$ cat src/tlsf_pkg.sv
// Shared types for the TLSF bitmap bin index block.
// Holds the command codes, the request and response payloads and the
// controller/datapath command and status bundles. No dependencies.
package tlsf_pkg;

   // Command codes carried by each request.
   typedef enum logic [1:0] {
      CMD_SEARCH = 2'd0,
      CMD_INSERT = 2'd1,
      CMD_REMOVE = 2'd2,
      CMD_UNUSED = 2'd3
   } command_type;

   // Configuration register width.
   localparam int SUB_BITS_W = 3;

   // Reset value of the sub-bin bits register.
   localparam logic [SUB_BITS_W-1:0] SUB_BITS_RESET = 3'd4;

   // Request payload.
   typedef struct packed {
      logic [1:0]  command;
      logic [31:0] block_size;
   } req_type;

   // Response payload.
   typedef struct packed {
      logic       found;
      logic [4:0] first_level;
      logic [4:0] second_level;
      logic       size_zero;
   } rsp_type;

   // Commands from the controller to the datapath.
   typedef struct packed {
      logic load_req;
      logic map;
      logic exec;
      logic row_done;
   } ctrl_cmd_type;

   // Status from the datapath to the controller.
   typedef struct packed {
      logic need_row;
   } dp_status_type;

endpackage

$ cat src/tlsf_bitmap_bin_index.sv
// rsp_valid is registered. A request is captured in ST_IDLE, mapped with a row read in
// ST_MAP, applied in ST_EXEC and, when a search must fetch a higher row, finished in ST_ROW.
// A new request is taken only once the previous one has finished, and a response held
// by the receiver stalls the update.
// Reset clears the first-level bitmap and, through per-row valid bits, the row store, and
// sets sub_bin_bits to 4; no clearing pass is needed.
module tlsf_bitmap_bin_index #(
   parameter int SIZE_BITS    = 32,
   parameter int MAX_SUB_BINS = 32
) (
   input  logic                            clock,
   input  logic                            reset,
   input  logic                            req_valid,
   output logic                            req_ready,
   input  tlsf_pkg::req_type               req_data,
   output logic                            rsp_valid,
   input  logic                            rsp_ready,
   output tlsf_pkg::rsp_type               rsp_data,
   input  logic                            csr_valid,
   output logic                            csr_ready,
   input  logic [tlsf_pkg::SUB_BITS_W-1:0] csr_wdata
);
   import tlsf_pkg::*;

   ctrl_cmd_type  cmd;
   dp_status_type status;

   // The configuration register accepts a write in every cycle.
   assign csr_ready = 1'b1;

   // Controller.
   tlsf_ctrl u_ctrl (
      .clock     (clock),
      .reset     (reset),
      .req_valid (req_valid),
      .req_ready (req_ready),
      .rsp_valid (rsp_valid),
      .rsp_ready (rsp_ready),
      .status    (status),
      .cmd       (cmd)
   );

   // Datapath.
   tlsf_datapath #(
      .SIZE_BITS    (SIZE_BITS),
      .MAX_SUB_BINS (MAX_SUB_BINS)
   ) u_datapath (
      .clock     (clock),
      .reset     (reset),
      .req_data  (req_data),
      .csr_we    (csr_valid && csr_ready),
      .csr_wdata (csr_wdata),
      .cmd       (cmd),
      .status    (status),
      .rsp_data  (rsp_data)
   );

   // The controller issues at most one datapath command per cycle.
   assert property (@(posedge clock) disable iff (reset)
      $onehot0({cmd.load_req, cmd.map, cmd.exec, cmd.row_done}))
      else $error("more than one datapath command at once");

   // A request transfer is always followed by the size mapping step.
   assert property (@(posedge clock) disable iff (reset)
      (req_valid && req_ready) |=> cmd.map)
      else $error("mapping step missing after request transfer");

   // Only one item is in flight: no request is taken in the following cycle.
   assert property (@(posedge clock) disable iff (reset)
      (req_valid && req_ready) |=> !req_ready)
      else $error("request taken while an item is in flight");

endmodule

$ cat src/tlsf_ctrl.sv
// Controller state machine for the TLSF bitmap bin index block.
// Sequences capture, size mapping, bitmap update and the optional row fetch.
// Depends on tlsf_pkg.
module tlsf_ctrl (
   input  logic                    clock,
   input  logic                    reset,
   input  logic                    req_valid,
   output logic                    req_ready,
   output logic                    rsp_valid,
   input  logic                    rsp_ready,
   input  tlsf_pkg::dp_status_type status,
   output tlsf_pkg::ctrl_cmd_type  cmd
);
   import tlsf_pkg::*;

   typedef enum logic [3:0] {
      ST_IDLE = 4'b0001,
      ST_MAP  = 4'b0010,
      ST_EXEC = 4'b0100,
      ST_ROW  = 4'b1000
   } state_type;

   state_type state_ff, state_in;
   logic      rsp_valid_ff, rsp_valid_in;
   logic      out_busy;
   logic      finish;

   // The result register is busy while it holds a result not taken this cycle.
   assign out_busy = rsp_valid_ff && !rsp_ready;

   // Next state and command decode.
   always_comb begin
      state_in     = state_ff;
      cmd          = '0;
      req_ready    = 1'b0;
      finish       = 1'b0;
      case (state_ff)
         ST_IDLE: begin
            req_ready = 1'b1;
            if (req_valid) begin
               cmd.load_req = 1'b1;
               state_in     = ST_MAP;
            end
         end
         ST_MAP: begin
            cmd.map  = 1'b1;
            state_in = ST_EXEC;
         end
         ST_EXEC: begin
            if (!out_busy) begin
               cmd.exec = 1'b1;
               if (status.need_row) begin
                  state_in = ST_ROW;
               end else begin
                  finish   = 1'b1;
                  state_in = ST_IDLE;
               end
            end
         end
         ST_ROW: begin
            if (!out_busy) begin
               cmd.row_done = 1'b1;
               finish       = 1'b1;
               state_in     = ST_IDLE;
            end
         end
         default: begin
            state_in = ST_IDLE;
         end
      endcase
   end

   // A finished item fills the result slot; a transfer empties it.
   assign rsp_valid_in = finish || out_busy;
   assign rsp_valid    = rsp_valid_ff;

   always_ff @(posedge clock) begin
      if (reset) begin
         state_ff     <= ST_IDLE;
         rsp_valid_ff <= 1'b0;
      end else begin
         state_ff     <= state_in;
         rsp_valid_ff <= rsp_valid_in;
      end
   end

endmodule

$ cat src/tlsf_datapath.sv
// Datapath for the TLSF bitmap bin index block: size mapping, the
// first-level bitmap, the row bitmap store and the result register.
// Depends on tlsf_pkg.
module tlsf_datapath #(
   parameter int SIZE_BITS    = 32,
   parameter int MAX_SUB_BINS = 32
) (
   input  logic                                clock,
   input  logic                                reset,
   input  tlsf_pkg::req_type                   req_data,
   input  logic                                csr_we,
   input  logic [tlsf_pkg::SUB_BITS_W-1:0]     csr_wdata,
   input  tlsf_pkg::ctrl_cmd_type              cmd,
   output tlsf_pkg::dp_status_type             status,
   output tlsf_pkg::rsp_type                   rsp_data
);
   import tlsf_pkg::*;

   localparam int MAX_SB   = $clog2(MAX_SUB_BINS + 1) - 1;
   localparam int ROW_W    = 1 << MAX_SB;
   localparam int SL_W     = (MAX_SB > 0) ? MAX_SB : 1;
   localparam int ROWS     = (SIZE_BITS < 32) ? SIZE_BITS : 32;
   localparam int FL_W     = $clog2(ROWS);
   localparam logic [31:0] SIZE_MASK = 32'((64'd1 << ROWS) - 64'd1);

   // Lowest set bit of a word, zero when none is set.
   function automatic logic [5:0] lowest64(input logic [63:0] v);
      logic [5:0] r;
      r = 6'd0;
      for (int i = 63; i >= 0; i--) begin
         if (v[i]) begin
            r = 6'(i);
         end
      end
      return r;
   endfunction

   req_type              req_ff;
   logic [SUB_BITS_W-1:0] sub_bits_ff;
   logic [4:0]           fl_ff, fl_in;
   logic [SL_W-1:0]      sl_ff;
   logic                 fits_ff;
   logic [ROWS-1:0]      l1_ff, l1_in;
   logic [ROW_W-1:0]     row_mem [ROWS];
   logic [ROWS-1:0]      row_valid_ff;
   logic [ROW_W-1:0]     row_rd_ff;
   logic                 row_rd_valid_ff;
   rsp_type              rsp_ff, rsp_in;

   logic [31:0]          size_m;
   logic [2:0]           sb;
   logic [4:0]           top;
   logic [4:0]           sh;
   logic [31:0]          rest;
   logic [31:0]          shifted;
   logic                 fits_map;
   logic [FL_W-1:0]      fl_idx;
   logic [ROW_W-1:0]     row_cur;
   logic [ROW_W-1:0]     sl_bit;
   logic [ROW_W-1:0]     higher;
   logic [ROW_W-1:0]     wr_row;
   logic [ROWS-1:0]      rows_up;
   logic [5:0]           higher_low;
   logic [5:0]           rows_low;
   logic [5:0]           row_low;
   logic                 own_fits;
   logic                 need_row;
   logic                 wr_en;
   logic                 rd_en;
   logic [FL_W-1:0]      rd_addr;
   logic                 is_zero;

   // Input capture and configuration register.
   always_ff @(posedge clock) begin
      if (cmd.load_req) begin
         req_ff <= req_data;
      end
   end

   always_ff @(posedge clock) begin
      if (reset) begin
         sub_bits_ff <= SUB_BITS_RESET;
      end else if (csr_we) begin
         sub_bits_ff <= csr_wdata;
      end
   end

   // Size mapping: top set bit gives the row, the bits below give the sub-bin.
   always_comb begin
      size_m = req_ff.block_size & SIZE_MASK;
      sb     = (sub_bits_ff > 3'(MAX_SB)) ? 3'(MAX_SB) : sub_bits_ff;
      top    = 5'd0;
      for (int i = 0; i < 32; i++) begin
         if (size_m[i]) begin
            top = 5'(i);
         end
      end
      rest = size_m & ~(32'd1 << top);
      sh   = top - {2'b00, sb};
      if (top >= {2'b00, sb}) begin
         shifted  = rest >> sh;
         fits_map = (size_m & ((32'd1 << sh) - 32'd1)) == 32'd0;
      end else begin
         shifted  = rest;
         fits_map = 1'b1;
      end
      is_zero = size_m == 32'd0;
   end

   // Search and update logic over the fetched row.
   assign fl_idx     = fl_ff[FL_W-1:0];
   assign row_cur    = row_rd_valid_ff ? row_rd_ff : '0;
   assign sl_bit     = ROW_W'(1) << sl_ff;
   assign higher     = row_cur & (({ROW_W{1'b1}} << sl_ff) << 1);
   assign rows_up    = l1_ff & (({ROWS{1'b1}} << fl_idx) << 1);
   assign higher_low = lowest64(64'(higher));
   assign rows_low   = lowest64(64'(rows_up));
   assign row_low    = lowest64(64'(row_cur));
   assign own_fits   = ((row_cur & sl_bit) != '0) && fits_ff;

   assign need_row = (command_type'(req_ff.command) == CMD_SEARCH) && !own_fits
                     && (higher == '0) && (rows_up != '0);
   assign status.need_row = need_row;

   always_comb begin
      wr_en  = 1'b0;
      wr_row = row_cur;
      l1_in  = l1_ff;
      rsp_in = rsp_ff;
      if (cmd.exec) begin
         rsp_in.found        = 1'b1;
         rsp_in.first_level  = fl_ff;
         rsp_in.second_level = 5'(sl_ff);
         rsp_in.size_zero    = is_zero;
         case (command_type'(req_ff.command))
            CMD_SEARCH: begin
               if (own_fits) begin
                  rsp_in.second_level = 5'(sl_ff);
               end else if (higher != '0) begin
                  rsp_in.second_level = 5'(higher_low);
               end else if (rows_up == '0) begin
                  rsp_in.found        = 1'b0;
                  rsp_in.first_level  = 5'd0;
                  rsp_in.second_level = 5'd0;
               end
            end
            CMD_INSERT: begin
               wr_en         = 1'b1;
               wr_row        = row_cur | sl_bit;
               l1_in[fl_idx] = 1'b1;
            end
            CMD_REMOVE: begin
               wr_en  = 1'b1;
               wr_row = row_cur & ~sl_bit;
               if ((row_cur & ~sl_bit) == '0) begin
                  l1_in[fl_idx] = 1'b0;
               end
            end
            default: begin
               rsp_in.found = 1'b0;
            end
         endcase
      end else if (cmd.row_done) begin
         rsp_in.found        = 1'b1;
         rsp_in.first_level  = fl_ff;
         rsp_in.second_level = 5'(row_low);
         rsp_in.size_zero    = is_zero;
      end
   end

   // Row register: mapped row, then the higher row when the search moves on.
   always_comb begin
      fl_in = fl_ff;
      if (cmd.map) begin
         fl_in = top;
      end else if (cmd.exec && need_row) begin
         fl_in = 5'(rows_low);
      end
   end

   always_ff @(posedge clock) begin
      fl_ff <= fl_in;
      if (cmd.map) begin
         sl_ff   <= shifted[SL_W-1:0];
         fits_ff <= fits_map;
      end
      if ((cmd.exec && !need_row) || cmd.row_done) begin
         rsp_ff <= rsp_in;
      end
   end

   // First-level bitmap.
   always_ff @(posedge clock) begin
      if (reset) begin
         l1_ff <= '0;
      end else begin
         l1_ff <= l1_in;
      end
   end

   // Row bitmap store: one write and one registered read per cycle.
   assign rd_en   = cmd.map || (cmd.exec && need_row);
   assign rd_addr = cmd.map ? top[FL_W-1:0] : rows_low[FL_W-1:0];

   always_ff @(posedge clock) begin
      if (wr_en) begin
         row_mem[fl_idx] <= wr_row;
      end
      if (rd_en) begin
         row_rd_ff <= row_mem[rd_addr];
      end
   end

   // Per-row valid bits stand for the all-zero reset contents of the store.
   always_ff @(posedge clock) begin
      if (reset) begin
         row_valid_ff    <= '0;
         row_rd_valid_ff <= 1'b0;
      end else begin
         if (wr_en) begin
            row_valid_ff[fl_idx] <= 1'b1;
         end
         if (rd_en) begin
            row_rd_valid_ff <= row_valid_ff[rd_addr];
         end
      end
   end

   assign rsp_data = rsp_ff;

endmodule
$ cat config.mk
export PLATFORM = sky130hd
export DESIGN_NAME = tlsf_bitmap_bin_index
export DESIGN_NICKNAME = d
export VERILOG_FILES = /design/src/tlsf_pkg.sv /design/src/tlsf_bitmap_bin_index.sv /design/src/tlsf_ctrl.sv /design/src/tlsf_datapath.sv
export SDC_FILE = /design/constraint.sdc
export NUM_CORES = 2
export LEC_CHECK = 0
export ABC_AREA = 1
export BUFFER_PORTS_ARGS = -buffer_cell sky130_fd_sc_hd__buf_2
export CELL_PAD_IN_SITES_DETAIL_PLACEMENT = 0
export CELL_PAD_IN_SITES_GLOBAL_PLACEMENT = 1
export CORE_MARGIN = 2
export CORE_UTILIZATION = 40
export DETAILED_ROUTE_END_ITERATION = 16
export PLACE_DENSITY_LB_ADDON = 0.1
export SYNTH_ARGS = -nofsm -noshare
export SYNTH_HDL_FRONTEND = slang
export SYNTH_SLANG_ARGS = --single-unit
$ cat constraint.sdc
create_clock -name clock -period 6.81 [get_ports clock]
set_input_delay 0.681 -clock clock [delete_from_list [all_inputs] [get_ports clock]]
set_output_delay 0.681 -clock clock [all_outputs]
set_load 0.01 [all_outputs]
==> flow_metrics.tcl <==
set metrics [dict create \
    ys_ff_latch 1185 \
    synth_nets 5068 \
    yosysWarnings 0 \
    tritoncts "built" \
    power_density_mw_per_mm2 267 \
    power_leakage_nw 21.0 \
    p_int_mw 12.1 \
    fmax_mhz 165 \
    end_kind "flop" \
    clkSinkCount 1185 \
    root_buffer "clkbuf_16" \
    synth-edff-count 1113 \
    worstPathArrival_ns 6.69 \
    num-nets-final 5095 \
    avgSynthCellArea_um2 10.5 \
    ir_worst_vdd_v 0.000192 \
    slew_violations 0 \
    pwr-share-comb_pct 6.9 \
    fillers 12300 \
    gp_congestion 0.939 \
    grt_pass1_wl_mm 248 \
    cts_htree_levels 4 \
    final_common_cell "edfxtp_1" \
    dp_hpwl_mm 98.1 \
    io_buffers 55 \
    yosysSeqAreaShare_pct 66.1 \
    crit_path_max_incr_delay_ns 0.39 \
    pin_count 57 \
    drv_cap 0 \
    hold_buffers 0 \
    routed_wl_mm 170 \
    grtUsageTotal_pct 24.9 \
    reg2reg_depth 56 \
    sw_frac_of_total_pct 23.8 \
    num_rows 133 \
    drc 0 \
    critical_path_class "flop to flop" \
    die_w_um 367 \
    rsz0062_at_grt "false" \
    period_share_pct 88.9 \
    syn_area_mm2 0.0528 \
    pwr-share-clk_pct 42.9 \
    finalHoldViolCount 0 \
    cp_max_fo 5 \
    cts_buffer_depth 3 \
    die_h_um 367 \
    dr.pass1.iters 8 \
    num_vias 38000 \
    seqPwrFrac_pct 50.2 \
    status "finished clean" \
    core_mm2 0.131 \
    async_flop_share_pct 0 \
    grt_pass1_vias 35700 \
    grt_antenna_before_repair 3 \
    drt_iter0_markers 3921 \
    register_area_mm2 0.0349 \
    antenna_left 0 \
    clk_pin_slew_ns 0.06 \
    start_kind "flop" \
    gr-total-overflow 0 \
    holdCritPathClass "input pin to flop" \
    routed_via_density 5.52 \
    multiInputGateArea_mm2 0.0150 \
    dieArea_mm2 0.135 \
    cpMostUsedCell "nand2_1" \
    start_util_pct 40.2 \
    worst_slack_ns 0.753 \
    cp_slowest_cell "fa_2" \
    hold-path-cell-count 1 \
    post_drt_wl_per_cell_um 24.7 \
    cts_buffers 133 \
    synth_flop_cell "edfxtp_1" \
    antenna_cells 0 \
    setup_viol_count_final 0 \
    worstMarginPinSlew_ns 1.35 \
    clock_latency_ns 0.78 \
    cp.required_ns 7.45 \
    min_period_ns 6.06 \
    finalSetupTns_ns 0 \
    drive_above_1_share_pct 9.31 \
    relSlewSlack_pct 9.05 \
    synthCells 5017 \
    yosysUniqueCellTypes 60 \
    syn2layout_area_growth_pct 12.6 \
    layout_common_cells "1,113 x edfxtp_1, 744 x nor2_1, 581 x nand2_1, 516 x o21ai_0, 424 x inv_1" \
    dp_slack_ns 0.532 \
    fin_worst_skew_ns 0.0261 \
    p_sw_mw 3.79 \
    grt_max_degree 157 \
]
[Yosys cell counts, types with 4 or more instances]
cell,number,share of area (%)
o21bai_1,6,0.085
nor4_1,12,0.14
nor2_2,6,0.071
a31oi_1,4,0.047
clkbuf_1,148,1.1
nand2_4,4,0.085
buf_1,27,0.19
a221oi_1,9,0.15
nor2_4,5,0.11
o21ai_0,516,4.9
buf_2,81,0.77
o21ai_1,97,0.92
nand2_2,5,0.059
edfxtp_1,1113,63
buf_4,22,0.31
dfxtp_1,72,2.7
nand3_1,353,3.3
nand2_1,582,4.1
o22ai_1,23,0.27
o2111ai_1,5,0.083
nor2_1,750,5.3
inv_2,20,0.14
clkinv_1,6,0.043
ha_1,8,0.19
nand4_1,9,0.11
inv_1,456,3.2
a21oi_1,310,2.9
a22oi_1,7,0.10
nor3_1,42,0.40
o31ai_1,7,0.10
buf_6,5,0.11
o211ai_1,265,3.8
[logic make-up after synthesis]
group	count (synthesis)	synth area share, %
fa+ha+maj	9	0.228
compound gates	1268	13.7
buf+inv	769	5.91
flops	1185	66.1
xor+xnor	3	0.0640
simple gates	1782	14.1
other cells	1	0.00711
[layer usage]
metal  track usage [%]  routed length [um]
met4              5.59                3090
met5                 0                   0
met3              3.50                9500
met1              36.9               79700
met2              38.6               77800
[through the flow]
step	cell area (um^2)	utilization, %	power [mW]	hold WS (ns)	instances
final	59400	45.3	15.9	0.0823	6892
after global routing	59400	45.3	16.4	0.0606	6892
after CTS	59400	45.3	16.0	0.0364	6892
after detailed placement	55400	42.2	9.21	0.447	6664
after global placement	55400	42.2	9.22	0.444	6664
after floorplan	52800	-	8.81	0.430	5017
[state kept, by name (all words and copies together) (netlist names), named ones only]
register,count
u_datapath.row_mem,1024
u_datapath.row_rd_ff,32
u_datapath.row_valid_ff,32
u_datapath.size_m,32
u_datapath.rsp_data,12
u_datapath.fl_ff,5
u_datapath.sl_ff,5
u_ctrl.state_ff,4
u_datapath.sub_bits_ff,3
u_datapath.req_ff,2
u_ctrl.rsp_valid,1
u_datapath.fits_ff,1
u_datapath.row_rd_valid_ff,1
[power by group through the flow]
stage | Clock [mW] | Sequential, mW | Combinational (mW)
after floorplan | 0 | 8.11 | 0.703
after global placement | 0 | 8.13 | 1.09
after detailed placement | 0 | 8.13 | 1.08
after CTS | 6.94 | 7.97 | 1.08
after global routing | 7.24 | 7.97 | 1.20
final | 6.81 | 7.97 | 1.09
[area by class of cell]
cell class / instances / area share (%)
clock buffer: 175 / 5.99
clock inverter: 53 / 0.857
inverter: 485 / 3.13
multi-input combinational: 3063 / 25.3
sequential: 1185 / 58.7
tap: 1755 / 3.69
timing repair buffer: 176 / 2.38
[worst max-delay path, delay by kind of cell (launching register included)]
kind	cells	cell delay, ns
and+or+nand+nor	42	3.45
adders and majority gates	3	0.83
buffers and inverters	8	0.60
AOI/OAI and AO/OA	3	0.69
DFF	1	0.34
[worst paths after layout]
| path | from | endpoint | slack [ns] |
|---|---|---|---|
| setup reg to reg | u_datapath.size_m[1] | u_datapath.fits_ff | 0.75 |
| setup / recovery | u_datapath.size_m[1] | u_datapath.fits_ff | 0.75 |
| hold / removal | req_data[16] | u_datapath.size_m[16] | 0.08 |
| hold reg to reg | u_datapath.row_valid_ff[16] | u_datapath.row_valid_ff[16] | 0.46 |
[timing repair]
action,4_1_cts,5_1_grt
setup endpoints to repair,0,1
gates resized for setup,0,5
setup buffers,0,0
Note: power is estimated with default switching activity, not from simulation.
